<file path="src/hdl/pcg32_bounded_random_generator_defines.svh">
// ---------------------------------------------------------------------------
// Assertion macros for the bounded PCG32 generator.
// ---------------------------------------------------------------------------
`ifndef PCG32_BOUNDED_RANDOM_GENERATOR_DEFINES_SVH
`define PCG32_BOUNDED_RANDOM_GENERATOR_DEFINES_SVH

`ifndef SYNTHESIS
// Property that must hold in every cycle outside reset.
`define PCG_ASSERT(lbl, clk, rstn, prop, msg) \
    lbl: assert property (@(posedge clk) disable iff (!(rstn)) (prop)) else $error(msg);
// Condition in one cycle implies a consequence in the next.
`define PCG_ASSERT_NEXT(lbl, clk, rstn, ante, cons, msg) \
    lbl: assert property (@(posedge clk) disable iff (!(rstn)) (ante) |=> (cons)) \
        else $error(msg);
`else
`define PCG_ASSERT(lbl, clk, rstn, prop, msg)
`define PCG_ASSERT_NEXT(lbl, clk, rstn, ante, cons, msg)
`endif

`endif

</file>
<file path="src/hdl/pcg32b_pkg.sv">
// ---------------------------------------------------------------------------
// pcg32b_pkg
// Types, constants and helper functions shared by the generator modules.
// ---------------------------------------------------------------------------
package pcg32b_pkg;

    localparam logic [63:0] PCG_MULT = 64'd6364136223846793005;
    localparam logic [63:0] SM_GAMMA = 64'h9E37_79B9_7F4A_7C15;
    localparam logic [63:0] SM_MIX1  = 64'hBF58_476D_1CE4_E5B9;
    localparam logic [63:0] SM_MIX2  = 64'h94D0_49BB_1331_11EB;

    localparam logic [1:0] OP_RAW    = 2'd0;
    localparam logic [1:0] OP_URANGE = 2'd1;
    localparam logic [1:0] OP_SRANGE = 2'd2;

    // Datapath commands issued by the controller.
    typedef enum logic [3:0] {
        CMD_NOP,
        CMD_SEED_X,
        CMD_MUL_SM1,
        CMD_MUL_SM2,
        CMD_SAVE_START,
        CMD_SAVE_INC,
        CMD_SEED_STATE,
        CMD_LOAD_REQ,
        CMD_MOD_LIMIT,
        CMD_SAVE_LIMIT,
        CMD_MUL_LCG,
        CMD_LCG_UPDATE,
        CMD_MOD_DRAW,
        CMD_EMIT
    } cmd_t;

    typedef enum logic [4:0] {
        ST_SEED_X,
        ST_SM_A,
        ST_SM_A_WAIT,
        ST_SM_B,
        ST_SM_B_WAIT,
        ST_SAVE_START,
        ST_SAVE_INC,
        ST_SEED_STATE,
        ST_IDLE,
        ST_DECODE,
        ST_LIMIT_WAIT,
        ST_LIMIT_SAVE,
        ST_DRAW,
        ST_DRAW_WAIT,
        ST_DRAW_UPD,
        ST_MOD,
        ST_MOD_WAIT,
        ST_EMIT
    } state_t;

    typedef struct packed {
        logic mul_done;
        logic mod_done;
        logic raw;
        logic bad;
        logic draw_ok;
    } dp_status_t;

    // XSH-RR output permutation of the old LCG state.
    function automatic logic [31:0] xsh_rr(input logic [63:0] old);
        logic [63:0] t;
        logic [31:0] xs;
        logic [4:0]  rot;
        logic [63:0] dbl;
        t   = old ^ (old >> 18);
        xs  = t[58:27];
        rot = old[63:59];
        dbl = {xs, xs} >> rot;
        return dbl[31:0];
    endfunction

endpackage

</file>
<file path="src/hdl/pcg32_bounded_random_generator.sv">
// ---------------------------------------------------------------------------
// pcg32_bounded_random_generator
// PCG32 XSH-RR generator with raw, unsigned-range and signed-range requests.
// ---------------------------------------------------------------------------
// Usage:
//   A request enters on the s_ stream: s_tuser is the opcode (raw word,
//   unsigned range, signed 16-bit range), s_tdata carries the bounds. One
//   result leaves on the m_ stream: m_tdata is the value, m_tuser flags an
//   empty range (value then 0). The seed register sits on the APB port at
//   byte address 0; writing it reseeds the generator.
//   Requests are served one at a time. A raw word needs one pass through
//   the 64-bit multiply, built on one 32x32 multiplier. A range request
//   passes twice through the bit-serial remainder unit and draws again for
//   each rejected draw. An empty range goes from decode straight to the
//   result. The next request can be taken as soon as the result is
//   registered, unless a reseed is pending. After reset and after a seed
//   write the block reseeds with s_tready low. The next request is accepted
//   while a result waits; a stalled receiver holds the block at the end of
//   that one.
// ---------------------------------------------------------------------------
`include "pcg32_bounded_random_generator_defines.svh"

module pcg32_bounded_random_generator
    import pcg32b_pkg::*;
(
    input  logic        aclk,
    input  logic        aresetn,
    // APB configuration
    input  logic        psel,
    input  logic        penable,
    input  logic        pwrite,
    input  logic [3:0]  paddr,
    input  logic [63:0] pwdata,
    output logic [63:0] prdata,
    output logic        pready,
    // request stream
    input  logic        s_tvalid,
    output logic        s_tready,
    input  logic [63:0] s_tdata,   // [31:0] low_bound, [63:32] high_bound
    input  logic [1:0]  s_tuser,   // [1:0] opcode
    // result stream
    output logic        m_tvalid,
    input  logic        m_tready,
    output logic [31:0] m_tdata,   // [31:0] value
    output logic        m_tuser    // [0] bad_range
);

    logic        cfg_wr;
    logic [63:0] seed_value;
    dp_status_t  stat;
    cmd_t        cmd;

    assign pready = 1'b1;
    assign cfg_wr = psel && penable && pwrite && pready && !paddr[3];
    assign prdata = paddr[3] ? 64'h0 : seed_value;

    pcg32b_ctrl u_ctrl (
        .aclk     (aclk),
        .aresetn  (aresetn),
        .cfg_wr   (cfg_wr),
        .s_tvalid (s_tvalid),
        .s_tready (s_tready),
        .m_tvalid (m_tvalid),
        .m_tready (m_tready),
        .stat     (stat),
        .cmd      (cmd)
    );

    pcg32b_datapath u_dp (
        .aclk      (aclk),
        .aresetn   (aresetn),
        .cmd       (cmd),
        .stat      (stat),
        .cfg_we    (cfg_wr),
        .cfg_wdata (pwdata),
        .cfg_rdata (seed_value),
        .req_data  (s_tdata),
        .req_op    (s_tuser),
        .res_value (m_tdata),
        .res_bad   (m_tuser)
    );

    `PCG_ASSERT(a_bad_zero, aclk, aresetn, !(m_tvalid && m_tuser) || (m_tdata == 32'h0), "empty-range result carries a nonzero value")
    `PCG_ASSERT_NEXT(a_one_at_a_time, aclk, aresetn, s_tvalid && s_tready, !s_tready, "request accepted while another is in progress")
    `PCG_ASSERT_NEXT(a_reseed_blocks, aclk, aresetn, cfg_wr, !s_tready, "request accepted before reseed after seed write")

endmodule

</file>
<file path="src/hdl/pcg32b_mul.sv">
// ---------------------------------------------------------------------------
// pcg32b_mul
// 64x64 multiplier, low 64 bits of the product, built from one shared
// 32x32 multiplier over three partial products.
// ---------------------------------------------------------------------------
module pcg32b_mul
(
    input  logic        aclk,
    input  logic        aresetn,
    input  logic        start,
    input  logic [63:0] a,
    input  logic [63:0] b,
    output logic        done,
    output logic [63:0] p
);

    logic [63:0] a_reg, a_next;
    logic [63:0] b_reg, b_next;
    logic [63:0] pp_reg, pp_next;
    logic [63:0] acc_reg, acc_next;
    logic [1:0]  ph_reg, ph_next;
    logic        busy_reg, busy_next;
    logic        done_reg, done_next;
    logic [31:0] ma, mb;

    always_comb begin
        case (ph_reg)
            2'd0: begin
                ma = a_reg[31:0];
                mb = b_reg[31:0];
            end
            2'd1: begin
                ma = a_reg[63:32];
                mb = b_reg[31:0];
            end
            default: begin
                ma = a_reg[31:0];
                mb = b_reg[63:32];
            end
        endcase
    end

    always_comb begin
        a_next    = a_reg;
        b_next    = b_reg;
        pp_next   = pp_reg;
        acc_next  = acc_reg;
        ph_next   = ph_reg;
        busy_next = busy_reg;
        done_next = 1'b0;
        if (start) begin
            a_next    = a;
            b_next    = b;
            ph_next   = 2'd0;
            busy_next = 1'b1;
        end else if (busy_reg) begin
            pp_next = 64'(ma) * 64'(mb);
            ph_next = ph_reg + 2'd1;
            case (ph_reg)
                2'd0:    acc_next = acc_reg;
                2'd1:    acc_next = pp_reg;
                default: acc_next = acc_reg + {pp_reg[31:0], 32'h0};
            endcase
            if (ph_reg == 2'd3) begin
                busy_next = 1'b0;
                done_next = 1'b1;
            end
        end
    end

    always_ff @(posedge aclk) begin
        if (!aresetn) begin
            ph_reg   <= 2'd0;
            busy_reg <= 1'b0;
            done_reg <= 1'b0;
        end else begin
            ph_reg   <= ph_next;
            busy_reg <= busy_next;
            done_reg <= done_next;
        end
    end

    always_ff @(posedge aclk) begin
        a_reg   <= a_next;
        b_reg   <= b_next;
        pp_reg  <= pp_next;
        acc_reg <= acc_next;
    end

    assign done = done_reg;
    assign p    = acc_reg;

endmodule

</file>
<file path="src/hdl/pcg32b_mod.sv">
// ---------------------------------------------------------------------------
// pcg32b_mod
// 32-bit remainder unit, restoring division at one bit per cycle.
// ---------------------------------------------------------------------------
module pcg32b_mod
(
    input  logic        aclk,
    input  logic        aresetn,
    input  logic        start,
    input  logic [31:0] dividend,
    input  logic [31:0] divisor,
    output logic        done,
    output logic [31:0] rem
);

    logic [31:0] dvd_reg, dvd_next;
    logic [31:0] dsr_reg, dsr_next;
    logic [31:0] rem_reg, rem_next;
    logic [4:0]  cnt_reg, cnt_next;
    logic        busy_reg, busy_next;
    logic        done_reg, done_next;
    logic [32:0] shifted;
    logic [32:0] diff;

    assign shifted = {rem_reg, dvd_reg[31]};
    assign diff    = shifted - {1'b0, dsr_reg};

    always_comb begin
        dvd_next  = dvd_reg;
        dsr_next  = dsr_reg;
        rem_next  = rem_reg;
        cnt_next  = cnt_reg;
        busy_next = busy_reg;
        done_next = 1'b0;
        if (start) begin
            dvd_next  = dividend;
            dsr_next  = divisor;
            rem_next  = 32'h0;
            cnt_next  = 5'd0;
            busy_next = 1'b1;
        end else if (busy_reg) begin
            // Subtract when the shifted remainder reaches the divisor.
            rem_next = diff[32] ? shifted[31:0] : diff[31:0];
            dvd_next = {dvd_reg[30:0], 1'b0};
            cnt_next = cnt_reg + 5'd1;
            if (cnt_reg == 5'd31) begin
                busy_next = 1'b0;
                done_next = 1'b1;
            end
        end
    end

    always_ff @(posedge aclk) begin
        if (!aresetn) begin
            cnt_reg  <= 5'd0;
            busy_reg <= 1'b0;
            done_reg <= 1'b0;
        end else begin
            cnt_reg  <= cnt_next;
            busy_reg <= busy_next;
            done_reg <= done_next;
        end
    end

    always_ff @(posedge aclk) begin
        dvd_reg <= dvd_next;
        dsr_reg <= dsr_next;
        rem_reg <= rem_next;
    end

    assign done = done_reg;
    assign rem  = rem_reg;

endmodule

</file>
<file path="src/hdl/pcg32b_datapath.sv">
// ---------------------------------------------------------------------------
// pcg32b_datapath
// Generator state, seeding arithmetic, request registers and result
// register, driven one command per cycle by the controller.
// ---------------------------------------------------------------------------
module pcg32b_datapath
    import pcg32b_pkg::*;
(
    input  logic        aclk,
    input  logic        aresetn,
    input  cmd_t        cmd,
    output dp_status_t  stat,
    input  logic        cfg_we,
    input  logic [63:0] cfg_wdata,
    output logic [63:0] cfg_rdata,
    input  logic [63:0] req_data,
    input  logic [1:0]  req_op,
    output logic [31:0] res_value,
    output logic        res_bad
);

    logic [63:0] seed_reg, seed_next;
    logic [63:0] x_reg, x_next;
    logic [63:0] state_reg, state_next;
    logic [63:0] inc_reg, inc_next;
    logic [31:0] word_reg, word_next;
    logic [31:0] lo_reg, lo_next;
    logic [31:0] span_reg, span_next;
    logic [31:0] limit_reg, limit_next;
    logic        raw_reg, raw_next;
    logic        bad_reg, bad_next;
    logic [31:0] value_reg, value_next;
    logic        flag_reg, flag_next;

    logic        mul_start, mul_done;
    logic [63:0] mul_a, mul_b, mul_p;
    logic        mod_start, mod_done;
    logic [31:0] mod_dvd, mod_rem;
    logic [63:0] mix;
    logic [31:0] req_lo, req_hi, slo, shi;

    assign mix = mul_p ^ (mul_p >> 31);
    assign req_lo = req_data[31:0];
    assign req_hi = req_data[63:32];
    assign slo = {{16{req_data[15]}}, req_data[15:0]};
    assign shi = {{16{req_data[47]}}, req_data[47:32]};

    always_comb begin
        mul_start = 1'b1;
        mul_a     = state_reg;
        mul_b     = PCG_MULT;
        case (cmd)
            CMD_MUL_SM1: begin
                mul_a = x_reg ^ (x_reg >> 30);
                mul_b = SM_MIX1;
            end
            CMD_MUL_SM2: begin
                mul_a = mul_p ^ (mul_p >> 27);
                mul_b = SM_MIX2;
            end
            CMD_MUL_LCG: mul_start = 1'b1;
            default:     mul_start = 1'b0;
        endcase
    end

    assign mod_start = (cmd == CMD_MOD_LIMIT) || (cmd == CMD_MOD_DRAW);
    assign mod_dvd   = (cmd == CMD_MOD_LIMIT) ? (32'h0 - span_reg) : word_reg;

    pcg32b_mul u_mul (
        .aclk    (aclk),
        .aresetn (aresetn),
        .start   (mul_start),
        .a       (mul_a),
        .b       (mul_b),
        .done    (mul_done),
        .p       (mul_p)
    );

    pcg32b_mod u_mod (
        .aclk     (aclk),
        .aresetn  (aresetn),
        .start    (mod_start),
        .dividend (mod_dvd),
        .divisor  (span_reg),
        .done     (mod_done),
        .rem      (mod_rem)
    );

    always_comb begin
        seed_next  = cfg_we ? cfg_wdata : seed_reg;
        x_next     = x_reg;
        state_next = state_reg;
        inc_next   = inc_reg;
        word_next  = word_reg;
        lo_next    = lo_reg;
        span_next  = span_reg;
        limit_next = limit_reg;
        raw_next   = raw_reg;
        bad_next   = bad_reg;
        value_next = value_reg;
        flag_next  = flag_reg;
        case (cmd)
            CMD_SEED_X: x_next = seed_reg + SM_GAMMA;
            CMD_SAVE_START: begin
                state_next = mix;
                x_next     = x_reg + SM_GAMMA;
            end
            CMD_SAVE_INC:   inc_next   = {mix[62:0], 1'b1};
            CMD_SEED_STATE: state_next = state_reg + inc_reg;
            CMD_LOAD_REQ: begin
                case (req_op)
                    OP_URANGE: begin
                        raw_next  = 1'b0;
                        bad_next  = !(req_lo < req_hi);
                        lo_next   = req_lo;
                        span_next = req_hi - req_lo;
                    end
                    OP_SRANGE: begin
                        raw_next  = 1'b0;
                        bad_next  = !($signed(slo) < $signed(shi));
                        lo_next   = slo;
                        span_next = shi - slo;
                    end
                    default: begin
                        raw_next = 1'b1;
                        bad_next = 1'b0;
                    end
                endcase
            end
            CMD_SAVE_LIMIT: limit_next = mod_rem;
            CMD_MUL_LCG:    word_next  = xsh_rr(state_reg);
            CMD_LCG_UPDATE: state_next = mul_p + inc_reg;
            CMD_EMIT: begin
                flag_next = bad_reg;
                if (bad_reg) begin
                    value_next = 32'h0;
                end else if (raw_reg) begin
                    value_next = word_reg;
                end else begin
                    value_next = lo_reg + mod_rem;
                end
            end
            default: ;
        endcase
    end

    always_ff @(posedge aclk) begin
        if (!aresetn) begin
            seed_reg <= 64'h0;
        end else begin
            seed_reg <= seed_next;
        end
    end

    always_ff @(posedge aclk) begin
        x_reg     <= x_next;
        state_reg <= state_next;
        inc_reg   <= inc_next;
        word_reg  <= word_next;
        lo_reg    <= lo_next;
        span_reg  <= span_next;
        limit_reg <= limit_next;
        raw_reg   <= raw_next;
        bad_reg   <= bad_next;
        value_reg <= value_next;
        flag_reg  <= flag_next;
    end

    assign stat.mul_done = mul_done;
    assign stat.mod_done = mod_done;
    assign stat.raw      = raw_reg;
    assign stat.bad      = bad_reg;
    assign stat.draw_ok  = (word_reg >= limit_reg);

    assign cfg_rdata = seed_reg;
    assign res_value = value_reg;
    assign res_bad   = flag_reg;

endmodule

</file>
<file path="src/hdl/pcg32b_ctrl.sv">
// ---------------------------------------------------------------------------
// pcg32b_ctrl
// Controller: sequences seeding, request decode, rejection draws and the
// result handshake.
// ---------------------------------------------------------------------------
module pcg32b_ctrl
    import pcg32b_pkg::*;
(
    input  logic       aclk,
    input  logic       aresetn,
    input  logic       cfg_wr,
    input  logic       s_tvalid,
    output logic       s_tready,
    output logic       m_tvalid,
    input  logic       m_tready,
    input  dp_status_t stat,
    output cmd_t       cmd
);

    state_t state_reg, state_next;
    logic   pend_reg, pend_next;
    logic   pass_reg, pass_next;
    logic   seeding_reg, seeding_next;
    logic   mvalid_reg, mvalid_next;
    logic   out_free;

    assign out_free = !mvalid_reg || m_tready;

    always_comb begin
        state_next   = state_reg;
        pass_next    = pass_reg;
        seeding_next = seeding_reg;
        pend_next    = pend_reg;
        mvalid_next  = mvalid_reg && !m_tready;
        cmd          = CMD_NOP;
        s_tready     = 1'b0;
        case (state_reg)
            ST_SEED_X: begin
                cmd          = CMD_SEED_X;
                pend_next    = 1'b0;
                pass_next    = 1'b0;
                seeding_next = 1'b1;
                state_next   = ST_SM_A;
            end
            ST_SM_A: begin
                cmd        = CMD_MUL_SM1;
                state_next = ST_SM_A_WAIT;
            end
            ST_SM_A_WAIT: begin
                if (stat.mul_done) begin
                    state_next = ST_SM_B;
                end
            end
            ST_SM_B: begin
                cmd        = CMD_MUL_SM2;
                state_next = ST_SM_B_WAIT;
            end
            ST_SM_B_WAIT: begin
                if (stat.mul_done) begin
                    state_next = pass_reg ? ST_SAVE_INC : ST_SAVE_START;
                end
            end
            ST_SAVE_START: begin
                cmd        = CMD_SAVE_START;
                pass_next  = 1'b1;
                state_next = ST_SM_A;
            end
            ST_SAVE_INC: begin
                cmd        = CMD_SAVE_INC;
                state_next = ST_SEED_STATE;
            end
            ST_SEED_STATE: begin
                cmd        = CMD_SEED_STATE;
                state_next = ST_DRAW;
            end
            ST_IDLE: begin
                s_tready = !pend_reg;
                if (pend_reg) begin
                    state_next = ST_SEED_X;
                end else if (s_tvalid) begin
                    cmd        = CMD_LOAD_REQ;
                    state_next = ST_DECODE;
                end
            end
            ST_DECODE: begin
                if (stat.bad) begin
                    state_next = ST_EMIT;
                end else if (stat.raw) begin
                    state_next = ST_DRAW;
                end else begin
                    cmd        = CMD_MOD_LIMIT;
                    state_next = ST_LIMIT_WAIT;
                end
            end
            ST_LIMIT_WAIT: begin
                if (stat.mod_done) begin
                    state_next = ST_LIMIT_SAVE;
                end
            end
            ST_LIMIT_SAVE: begin
                cmd        = CMD_SAVE_LIMIT;
                state_next = ST_DRAW;
            end
            ST_DRAW: begin
                cmd        = CMD_MUL_LCG;
                state_next = ST_DRAW_WAIT;
            end
            ST_DRAW_WAIT: begin
                if (stat.mul_done) begin
                    state_next = ST_DRAW_UPD;
                end
            end
            ST_DRAW_UPD: begin
                cmd = CMD_LCG_UPDATE;
                if (seeding_reg) begin
                    seeding_next = 1'b0;
                    state_next   = ST_IDLE;
                end else if (stat.raw) begin
                    state_next = ST_EMIT;
                end else if (stat.draw_ok) begin
                    state_next = ST_MOD;
                end else begin
                    // below the rejection threshold: draw again
                    state_next = ST_DRAW;
                end
            end
            ST_MOD: begin
                cmd        = CMD_MOD_DRAW;
                state_next = ST_MOD_WAIT;
            end
            ST_MOD_WAIT: begin
                if (stat.mod_done) begin
                    state_next = ST_EMIT;
                end
            end
            ST_EMIT: begin
                // hold the result until the output register is free
                if (out_free) begin
                    cmd         = CMD_EMIT;
                    mvalid_next = 1'b1;
                    state_next  = ST_IDLE;
                end
            end
            default: state_next = ST_SEED_X;
        endcase
        if (cfg_wr) begin
            pend_next = 1'b1;
        end
    end

    always_ff @(posedge aclk) begin
        if (!aresetn) begin
            state_reg   <= ST_SEED_X;
            pend_reg    <= 1'b0;
            pass_reg    <= 1'b0;
            seeding_reg <= 1'b0;
            mvalid_reg  <= 1'b0;
        end else begin
            state_reg   <= state_next;
            pend_reg    <= pend_next;
            pass_reg    <= pass_next;
            seeding_reg <= seeding_next;
            mvalid_reg  <= mvalid_next;
        end
    end

    assign m_tvalid = mvalid_reg;

endmodule

</file>
<file path="config.mk">
export PLATFORM = sky130hd
export DESIGN_NAME = pcg32_bounded_random_generator
export DESIGN_NICKNAME = d
export VERILOG_FILES = /design/src/hdl/pcg32b_pkg.sv /design/src/hdl/pcg32_bounded_random_generator.sv /design/src/hdl/pcg32b_mul.sv /design/src/hdl/pcg32b_mod.sv /design/src/hdl/pcg32b_datapath.sv /design/src/hdl/pcg32b_ctrl.sv
export VERILOG_INCLUDE_DIRS = /design/src /design/src/hdl
export SDC_FILE = /design/constraint.sdc
export NUM_CORES = 2
export LEC_CHECK = 0
export BUFFER_PORTS_ARGS = -buffer_cell sky130_fd_sc_hd__buf_2
export CAP_MARGIN = 10
export CORE_ASPECT_RATIO = 0.5
export CORE_MARGIN = 4
export CORE_UTILIZATION = 47
export CTS_CLUSTER_DIAMETER = 30
export DETAILED_ROUTE_END_ITERATION = 10
export HOLD_SLACK_MARGIN = 0.15
export PLACE_DENSITY = 0.7
export RECOVER_POWER = 25
export REMOVE_ABC_BUFFERS = 1
export SYNTH_ARGS = -nofsm -noshare
export SYNTH_HDL_FRONTEND = slang
export SYNTH_SLANG_ARGS = --single-unit
</file>
<file path="constraint.sdc">
create_clock -name aclk -period 12.55 [get_ports aclk]
set_input_delay 0.6275 -clock aclk [delete_from_list [all_inputs] [get_ports aclk]]
set_output_delay 0.6275 -clock aclk [all_outputs]
set_load 0.005 [all_outputs]
</file>
==> metrics.csv <==
metric,value,unit
status,finished with violations,
violations,"max-capacitance violations, max-slew violations",
cp.depth,30,
grt_remaining_overflow,0,
crit_required,13.03,ns
viasPerCell,5.80,
start_kind,flip-flop,
grt_pass1_vias,61800,
synth-warning-count,0,
r2r-start,u_dp.u_mul.ph_reg[0],
cts_resized,0,
finalSetupTns,0,ns
drive_gt1_share,8.09,%
synth_top_area_share,24.2,%
rsz0062_at_grt,no,
wl,250000,um
num_vias,61600,
hold_viol,0,
yosys-top-cells-area,"edfxtp_1 (24%), fa_1 (23%), ha_1 (8.6%)",
nets,9844,
synth_async_sr_flop_share,0,%
clk_transition_reported_paths,0.05,ns
r2r-end,u_dp.u_mul.pp_reg[62],
clkLatencyLatePin,0.76,ns
post-place-ws,1.94,ns
avgSynthCellArea,9.43,um^2
relSlewSlack,-95.6,%
cts_buffer_depth,3,
dp_hpwl,190000,um
ys.flop_type,edfxtp_1,
fmax,88.7,MHz
grt_usage,29.3,%
die_width,578,um
hp-start,pwdata[57],
drt_iter0_markers,6221,
coreArea,161000,um^2
seq_area_frac_synth,27.2,%
r2r_slack,1.27,ns
synth_edf_count,616,
critical_path_class,reg2reg,
area_growth,12.7,%
cts_root_buf,clkbuf_16,
maxSlewViolCount,239,
holdPathStages,3,
design.die.area,170000,um^2
htree_num_levels,4,
place_congestion,1.01,
cpPeakStageDelay,0.84,ns
ios,241,
grt_max_degree,99,
path_max_fanout,69,
worst_slack,1.27,ns
worst_pin_slew,2.93,ns
cp.buffers_inverters,6,
synth-seq-cells,732,
cp-startpoint,u_dp.u_mul.ph_reg[0],
crit_end,u_dp.u_mul.pp_reg[62],
grt_pass1_wl,377000,um
fin_crit,11.28,ns
final.period_utilization,89.8,%
place.port_buffers,236,
setup_viol,0,
crit_top_cell,fa_1,
cts_tree,yes,
numCtsBuffers,163,
max_cap_viol_count,5,
cp-end-kind,flip-flop,
cp.arrival,11.76,ns
syn_area,76400,um^2
dr.pass1.iters,7,
die_h,293,um
hp-class,in2reg,
synth_top_area_cell,edfxtp_1,
ys_types,108,
r2r_cells,30,
slowest_stage,clkbuf_1,
synth_cells,8103,
ant_nets,0,
initial_core_util,47.4,%
antenna_found_initial,2,
critical-path-top-delay-family,adder cells,
wl_per_cell,23.5,um
clock_sinks,732,
drc,0,
fin_worst_skew,0.0354,ns
fp-row-count,104,
[logic make-up (layout without fill, tap and decap cells)]
kind of cell	count (synthesis)	after routing	share of synthesized area (%)
other	1	2	0.00491
xor gates and xnor gates	428	428	4.91
AOI/OAI and AO/OA	1378	1378	11.7
buffers and inverters	1504	1855	7.48
and+or+nand+nor	2464	2464	14.4
DFF	732	732	27.2
adders and majority gates	1392	1392	31.3
muxes	204	204	3.00
[cells in the mapped netlist (all sizes together) (11+ instances only)]
cell type / number
and4: 11
a21oi: 370
nand3b: 11
a211oi: 31
and3: 42
mux2: 45
clkbuf: 329
a21boi: 75
ha: 525
nand4: 51
xnor2: 274
nor2: 657
mux4: 15
a21o: 162
xor2: 154
nand3: 84
o21bai: 29
o211ai: 22
dfxtp: 116
a311oi: 13
nor3: 161
nor4: 22
inv: 1117
edfxtp: 616
and2: 120
a22oi: 34
mux2i: 144
nand2b: 51
o21ai: 358
buf: 48
o31ai: 35
or4: 13
or3: 29
nand2: 1049
o21a: 39
fa: 867
o221ai: 40
a31oi: 59
nor2b: 131
[repair_timing]
action	in CTS	in global routing
hold buffers	81	0
buffers inserted	0	0
endpoints found under the hold margin	79	0
[area by class of cell]
class | instances | area [um^2]
Clock inverter | 121 | 1310
Inverter | 1127 | 4230
Fill cell | 14300 | 75100
Sequential cell | 732 | 20800
Antenna cell | 1 | 2.50
Tap cell | 2173 | 2720
Clock buffer | 187 | 4330
Timing Repair Buffer | 420 | 2650
Multi-Input combinational cell | 5867 | 50100
[worst min path at each step]
stage                              end  slack (ns)
finish              u_dp.cfg_rdata[57]        0.23
global route        u_dp.cfg_rdata[57]        0.19
CTS                 u_dp.cfg_rdata[57]        0.15
detailed placement  u_dp.cfg_rdata[63]        0.47
global placement    u_dp.cfg_rdata[63]        0.47
floorplan           u_dp.cfg_rdata[17]        0.45
[through the flow]
step                util, %  hold slack [ns]  cell area (um^2)  instances
floorplan                 -            0.448             74900       7726
global placement       49.5            0.469             79800      10200
detailed placement     49.5            0.472             79800      10200
CTS                    53.5            0.154             86300      10600
global route           53.4            0.189             86100      10600
finish                 53.4            0.227             86200      10600
[worst reg2reg max path: cells and delay by family, from the launching register on]
kind / cells / cell delay, ns
multiplexers: 1 / 0.78
AO/OA/AOI/OAI: 10 / 1.89
buffers and inverters: 6 / 1.65
flip-flops: 1 / 0.44
XOR/XNOR: 1 / 0.14
AND/OR/NAND/NOR: 2 / 0.82
adder cells (fa/ha/maj): 10 / 5.27
[layer usage]
| metal | wire (um) | part of all wire [%] | GRT usage (%) | vias up |
|---|---|---|---|---|
| met5 | 0 | 0 | 0 | - |
| met4 | 14800 | 5.9 | 14.6 | 0 |
| met1 | 95200 | 38 | 37.4 | 30100 |
| li1 | - | - | - | 27400 |
| met3 | 27900 | 11 | 7.61 | 736 |
| met2 | 112000 | 45 | 46.3 | 3380 |
[layout by cell type (no fill, tap or decap), types with 73 or more instances in the layout]
cell type	netlist	routed
mux2i_1	144	139
clkbuf_1	329	101
dfxtp_1	116	115
nand2_1	1049	1046
buf_4	3	94
nor2_1	653	643
xnor2_1	273	273
nand3_1	84	84
a21o_1	162	162
clkbuf_16	0	168
edfxtp_1	616	616
a21boi_0	73	73
a21oi_1	365	362
o21ai_0	346	346
dlygate4sd3_1	0	81
and2_1	118	101
ha_1	525	524
nor3_1	161	157
xor2_1	154	154
nor2b_1	131	129
fa_1	867	867
buf_2	13	145
inv_1	1112	1111
Power is left out: the tool's default activity adds up to more than one toggle a clock period on the data nets, which glitch-free logic cannot reach.
